`config.mk`:
```
export PLATFORM = sky130hd
export DESIGN_NAME = fmst_ram
export DESIGN_NICKNAME = d
export VERILOG_FILES = /design/src/design/fmst_ram.sv
export SDC_FILE = /design/constraint.sdc
export NUM_CORES = 1
export LEC_CHECK = 0
export BUFFER_PORTS_ARGS = -buffer_cell sky130_fd_sc_hd__buf_2
export CAP_MARGIN = 20
export CORE_MARGIN = 5
export CORE_UTILIZATION = 30
export CTS_BUF_LIST = sky130_fd_sc_hd__clkbuf_8
export DETAILED_ROUTE_END_ITERATION = 8
export GPL_TIMING_DRIVEN = 1
export PLACE_DENSITY = 0.51
export SLEW_MARGIN = 25
export SYNTH_ARGS = -nofsm -noshare
export SYNTH_HDL_FRONTEND = slang
export SYNTH_SLANG_ARGS = --single-unit
export TNS_END_PERCENT = 100
```
`constraint.sdc`:
```
create_clock -name clk -period 2.5 [get_ports clk]
set_input_delay 0.125 -clock clk [delete_from_list [all_inputs] [get_ports clk]]
set_output_delay 0.125 -clock clk [all_outputs]
set_load 0.05 [all_outputs]
```
`src/design/fmst_ram.sv`:
```
module fmst_ram #(
    parameter int WIDTH = 8,
    parameter int DEPTH = 64
) (
    input  logic                     clk,
    input  logic                     we,
    input  logic [$clog2(DEPTH)-1:0] waddr,
    input  logic [WIDTH-1:0]         wdata,
    input  logic [$clog2(DEPTH)-1:0] raddr,
    output logic [WIDTH-1:0]         rdata
);

    logic [WIDTH-1:0] mem [DEPTH];

    always_ff @(posedge clk)
    begin
        if (we)
        begin
            mem[waddr] <= wdata;
        end
        rdata <= mem[raddr];
    end

endmodule

```
==> results of run 1 <==
report_power, final:
group	internal [W]	switching, W	total [W]
Clock	0.00337	0.00333	0.00670
Sequential	0.00965	0.0000340	0.00969
Combinational	0.000396	0.000649	0.00104
stage by stage:
step / setup WS [ns] / instance area [um2] / total power [W] / hold slack [ns]
floorplan: 0.707 / 20200 / 0.0104 / 0.224
global placement: 0.124 / 22200 / 0.0109 / 0.577
detailed placement: 0.170 / 22200 / 0.0109 / 0.584
CTS: 0.444 / 23800 / 0.0177 / 0.0265
global route: 0.316 / 23800 / 0.0181 / 0.0560
finish: 0.398 / 23800 / 0.0174 / 0.0609
layout make-up:
type,count,area share
Tap cell,873,0.0459
Clock inverter,68,0.0132
Antenna cell,2,0.000211
Timing Repair Buffer,167,0.0547
Multi-Input combinational cell,369,0.182
Clock buffer,88,0.0510
Sequential cell,520,0.654
how the worst min path moves through the flow:
stage | end | slack [ns]
after CTS | mem[60][3] | 0.03
final | mem[6][3] | 0.06
after global routing | mem[61][3] | 0.06
after global placement | mem[40][0] | 0.58
after floorplan | mem[0][0] | 0.22
after detailed placement | mem[56][7] | 0.58
flip-flops by register name, indices dropped and copies added (netlist names):
name,flops
mem,512
rdata,8
cell usage in the layout (no fill, tap or decap), types with 4 or more instances in the layout:
master           n
a221oi_1         6
nor2_1          83
edfxtp_1       512
clkinv_2        12
nand3_1         13
buf_12           7
clkbuf_8        89
mux2i_1         23
nand2b_1         7
clkinv_1        26
inv_1           25
o22ai_1          8
nor3_1           7
dlygate4sd3_1    7
nand2_1         19
a211oi_1         4
mux4_2         126
buf_2           26
mux2_2          13
nor2b_1         14
dfxtp_1          8
buf_4          126
o221ai_1         8
cell families after synthesis:
group                  count (synthesis)  synth area share
AOI/OAI and AO/OA                     54            0.0207
DFF                                  520             0.770
and+or+nand+nor                      153            0.0339
buffers and inverters                 51            0.0157
muxes                                162             0.159
repair_timing:
action / CTS / global route
resized for setup: 0 / 0
hold buffers: 7 / 0
hold endpoints to repair: 67 / 0
metal layers:
| layer | global-route usage | up-vias | share of wire |
|---|---|---|---|
| met5 | 0 | - | 0 |
| met4 | 0.0492 | 0 | 0.026 |
| met3 | 0.0337 | 80 | 0.065 |
| met2 | 0.221 | 310 | 0.48 |
| met1 | 0.185 | 5327 | 0.43 |
| li1 | - | 4354 | - |
==> impl_results.md, run 1 <==
- Status: finished clean
- Synth top area cells: edfxtp_1 76%, mux4_2 14%, nor2_1 1.5%, mux2i_1 1.1%, dfxtp_1 0.79%
- Worst R2R Path Depth: 4
- CTS tree: built
- Leak Pwr: 7.68 nW
- Minimum clock period: 2.10 ns
- Buf/Inv on CP: 0
- Top post-synthesis cells by count: 512 x edfxtp_1, 126 x mux4_2, 83 x nor2_1
- Util after Layout: 0.355
- Multi-input logic area: 4320 um2
- Area Overhead vs Synth: 17.9%
- Fillers: 6264
- Worst-Skew Late Latency: 0.66 ns
- Synth warn: 0
- WHS Path Cells: 1
- RSZ-0062 raised after global routing: no
- Number of port buffers: 29
- First-pass GRT wire length: 74000 um
- Worst hold path type: primary input to flop
- Biggest area consumer among synthesized cells: edfxtp_1
- Clk slew on worst S/H paths: 0.06 ns
- GRT Util Overall: 0.138
- # DRC: 0
- CP max FO: 1
- Clock Path Buffers: 3
- Nature of the critical path startpoint: flop
- Post-synth ARST share: 0
- Core Area: 66900 um2
- Critical path depth: 4
- Synthesized Nets: 962
- I/O Pins: 30
- Dpl hpwl: 32500 um
- Vias: 10100
- Critical path origin: mem[55][7]
- Sequential area share after synthesis: 0.770
- RR Endpoint: rdata[7]
- Cts bufs inserted: 85
- Setup tns final: 0 ns
- Reg area: 15500 um2
- Slowest cell on crit path: o21ai_0
- Avg WL per Cell: 24.1 um
- H-tree depth: 3
- Die width: 269 um
- CP max stage delay: 0.52 ns
- Crit path cell chain: mux4_2, mux4_2, o21ai_0, nand2_1
- Tcrit/Tclk final: 0.841
- Reg2reg setup slack: 0.40 ns
- Row Count: 95
- Fmax: 0.476 GHz
- Slew HR: 0.447
- Setup CP Type: flop to flop
- Syn avg cell area: 21.5 um2
- Dominant cell by count in the synthesized netlist: edfxtp_1
- Number of flops mapped to enable cells by yosys: 512
- Synth Register Bits: 520
- Layout Cells excl Fill: 2087
- Initial Utilization: 0.301
- Yosys cell types: 40
- CP Capture Type: flop
- Die Span Y: 269 um
- Crit path DAT: 2.62 ns
- Pin count of the biggest net entering global routing: 65
- Antenna viol nets, final: 0
- Final WL: 50400 um
- CP Data Required Time: 3.02 ns
- Postcts setup bufs: 0
- Mapped Cells: 940
- Total Die Area: 72500 um2
- Max-cap violation count: 0
- First-pass detailed-route iteration total: 5
- Worst path most repeated cell: mux4_2
- Ys flop type: edfxtp_1
- Hold_sp: wdata[3]
- Max-slew violation count: 0
- Clock Sinks: 520
- Final Hold Vio Count: 0
- Final Setup Violations: 0
- Via density: 4.83
- CTS root buf: clkbuf_8
- Gp weighted congestion: 0.761
- Worst slew pin tran: 0.829 ns
- Vias in the first global route: 10700
- Reg-to-reg startpoint: mem[55][7]
- Peak supply drop: 0.293 mV
- Worst Setup EP: rdata[7]
- GR Overflow Total: 0
- Clock skew: 0.0264 ns
- Starting DRT DRC Count: 720
- DP Cell Count: 1922
- Top-area cell type share of the netlist area: 0.762
- Family with the most delay on the worst path: multiplexers
- Pwr dens: 733 nW/um2
- Antenna violations before repair: 1
- Mapped Area: 20200 um2
- Layout cells sized above 1: 0.335
- Final nets: 1165
No activity file was read; power rests on OpenSTA's default activity.
==> inputs of run 2 (changes only) <==
--- a/config.mk
+++ b/config.mk
@@ -12,7 +12,7 @@
 export CTS_BUF_LIST = sky130_fd_sc_hd__clkbuf_8
 export DETAILED_ROUTE_END_ITERATION = 8
 export GPL_TIMING_DRIVEN = 1
-export PLACE_DENSITY = 0.51
+export PLACE_DENSITY = 0.52
 export SLEW_MARGIN = 25
 export SYNTH_ARGS = -nofsm -noshare
 export SYNTH_HDL_FRONTEND = slang
==> constraint.sdc (replaced) <==
create_clock -name clk -period 1.7 [get_ports clk]
set_input_delay 0.085 -clock clk [delete_from_list [all_inputs] [get_ports clk]]
set_output_delay 0.085 -clock clk [all_outputs]
set_load 0.05 [all_outputs]
==> run 2 against run 1 <==
The run now ends with negative hold slack, negative setup slack left. First-iteration DRC count grew 6.9%. Final cell count grew 2.0%. Largest power group unchanged. Count of clock-buffer cells in the layout grew 2. Final area grew 2.9%.
==> impl_results.md, run 2 (synthesis results as in run 1) <==
- Clock Path Buffers: 3 (unchanged)
- Worst hold path type: primary input to flop
- Die Span Y: 269 um (unchanged)
- Minimum clock period: 1.86 ns (-0.240 ns)
- Clock skew: 0.0307 ns (+0.00428 ns)
- Final nets: 1211 (+3.9%)
- Final WL: 49100 um (-2.5%)
- Leak Pwr: 8.02 nW (+4.5%)
- Crit path DAT: 2.39 ns (-0.23 ns)
- Worst setup margin: -0.162 ns (-0.560 ns)
- Worst slew pin tran: 0.772 ns (-0.0570 ns)
- Peak supply drop: 0.453 mV (+54%)
- CP max FO: 1 (unchanged)
- Antenna violations before repair: 3 (+2)
- Max-cap violation count: 0 (unchanged)
- GR Overflow Total: 0 (unchanged)
- Vias in the first global route: 10800 (+0.77%)
- Commonest non-fill, non-tap cell in the layout: edfxtp_1
- First-pass GRT wire length: 73100 um (-1.2%)
- Row Count: 95 (unchanged)
- Slew HR: 0.485 (+0.0380)
- First-pass detailed-route iteration total: 5 (unchanged)
- Largest registers: mem x512, rdata x8
- Die width: 269 um (unchanged)
- CP Capture Type: flop
- Final hold slack: -0.113 ns (-0.174 ns)
- Tot Pwr: 0.0262 W (+50%)
- CP Data Required Time: 2.23 ns (-0.79 ns)
- # DRC: 0 (unchanged)
- H-tree depth: 3 (unchanged)
- Status: complete, but fails checks
- Worst-Skew Late Latency: 0.66 ns (about the same)
- Number of flip-flops in the largest register: 512 (unchanged)
- Biggest register: mem
- Via density: 4.80 (-0.47%)
- Fin area: 24500 um2 (+2.9%)
- CTS tree: built
- Final Setup Violations: 7 (+7)
- Number of port buffers: 29 (unchanged)
- GRT Util Overall: 0.135 (-0.00351)
- Avg WL per Cell: 23.1 um (-4.3%)
- Setup CP Type: flop to flop
- Failing checks: negative hold slack, negative setup slack
- Max-slew violation count: 0 (unchanged)
- Vias: 10200 (+1.5%)
- Cts bufs inserted: 86 (+1.2%)
- Gp weighted congestion: 0.789 (+3.8%)
- CTS root buf: clkbuf_8
- Tcrit/Tclk final: 1.10 (+0.254)
- Antenna viol nets, final: 0 (unchanged)
- Initial Utilization: 0.301 (unchanged)
- Fillers: 6140 (-2.0%)
- RSZ-0062 raised after global routing: yes
- Cell Area, Placed: 22700 um2 (+2.2%)
- Setup tns final: -0.539 ns (-0.539 ns)
- Post-Place Setup Slack: -0.641 ns (-0.811 ns)
- Layout cells sized above 1: 0.371 (+0.0364)
- Final Hold Vio Count: 8 (+8)
- Nature of the critical path startpoint: flop
- Fmax: 0.537 GHz (+13%)
- Clk slew on worst S/H paths: 0.05 ns (about the same)
- Starting DRT DRC Count: 770 (+6.9%)
- Pin count of the biggest net entering global routing: 65 (unchanged)
- Total Die Area: 72500 um2 (unchanged)
- # hold bufs at CTS: 8 (+1)
- Core Area: 66900 um2 (unchanged)
- I/O Pins: 30 (unchanged)
- Area Overhead vs Synth: 21.3%
- Dpl hpwl: 31300 um (-3.8%)
- Pwr dens: 1070 nW/um2 (+46%)
- Commonest non-fill, non-tap cells in the layout: 512 x edfxtp_1, 158 x buf_4, 126 x mux4_2
- Clock Sinks: 520 (unchanged)
- Postcts setup bufs: 0 (unchanged)
[run 2: cell count changes in the layout (fill, tap and decap cells not counted), sizes merged, moves of 2 or more]
cell | before | now
clkinv | 38 | 26
clkbuf | 89 | 91
bufinv | 1 | 3
buf | 159 | 203
inv | 26 | 29
[run 2: worst paths after layout]
check | start | end | slack (ns) | depth (start not counted)
worst min register to register | mem[23][1] | rdata[1] | 0.86 | 4
worst min-delay path | raddr[5] | rdata[0] | -0.11 | 3
worst max register to register | mem[21][4] | rdata[4] | -0.16 | 5
worst max-delay path | mem[21][4] | rdata[4] | -0.16 | 5
[run 2: final cells by class]
type	count	area, um2	area share
timing repair buffer	212	1790	0.0732
multi-input combinational	369	4450	0.182
tap	873	1090	0.0447
antenna	3	7.51	0.000307
clock inverter	61	350	0.0143
clock buffer	90	1240	0.0506
sequential	520	15500	0.635
[run 2: power breakdown]
group	internal [W]	switching [W]
Clock	0.00537	0.00493
Sequential	0.0142	0.0000495
Combinational	0.000700	0.000985
[run 2: metrics by stage]
stage	hold WS, ns	utilization	cells
4_1_cts	-0.192	0.365	2125
3_5_place_dp	0.529	0.339	1967
2_1_floorplan	0.184	-	940
3_3_place_gp	0.524	0.339	1967
6_report	-0.113	0.366	2128
5_1_grt	-0.156	0.365	2127
[run 2: critical path, stage by stage, from the launching register on]
cell	delay, ns
edfxtp_1	0.38
mux4_2	0.49
mux2_4	0.29
o221a_4	0.27
nor3_4	0.20
o32ai_2	0.10
[run 2: timing repair]
action | CTS | global route
endpoints found under the hold margin | 175 | 8
resized for setup | 22 | 5
pin swaps | 8 | 0
endpoints found under the setup margin | 8 | 8
[run 2: metal layers]
layer  up-vias  GRT usage  part of all wire  routed length [um]
li1       4452          -                 -                   -
met4         0     0.0470             0.026                1290
met1      5378      0.177              0.43               20900
met2       311      0.217              0.48               23500
met5         -          0                 0                   0
met3        80     0.0371             0.070                3440
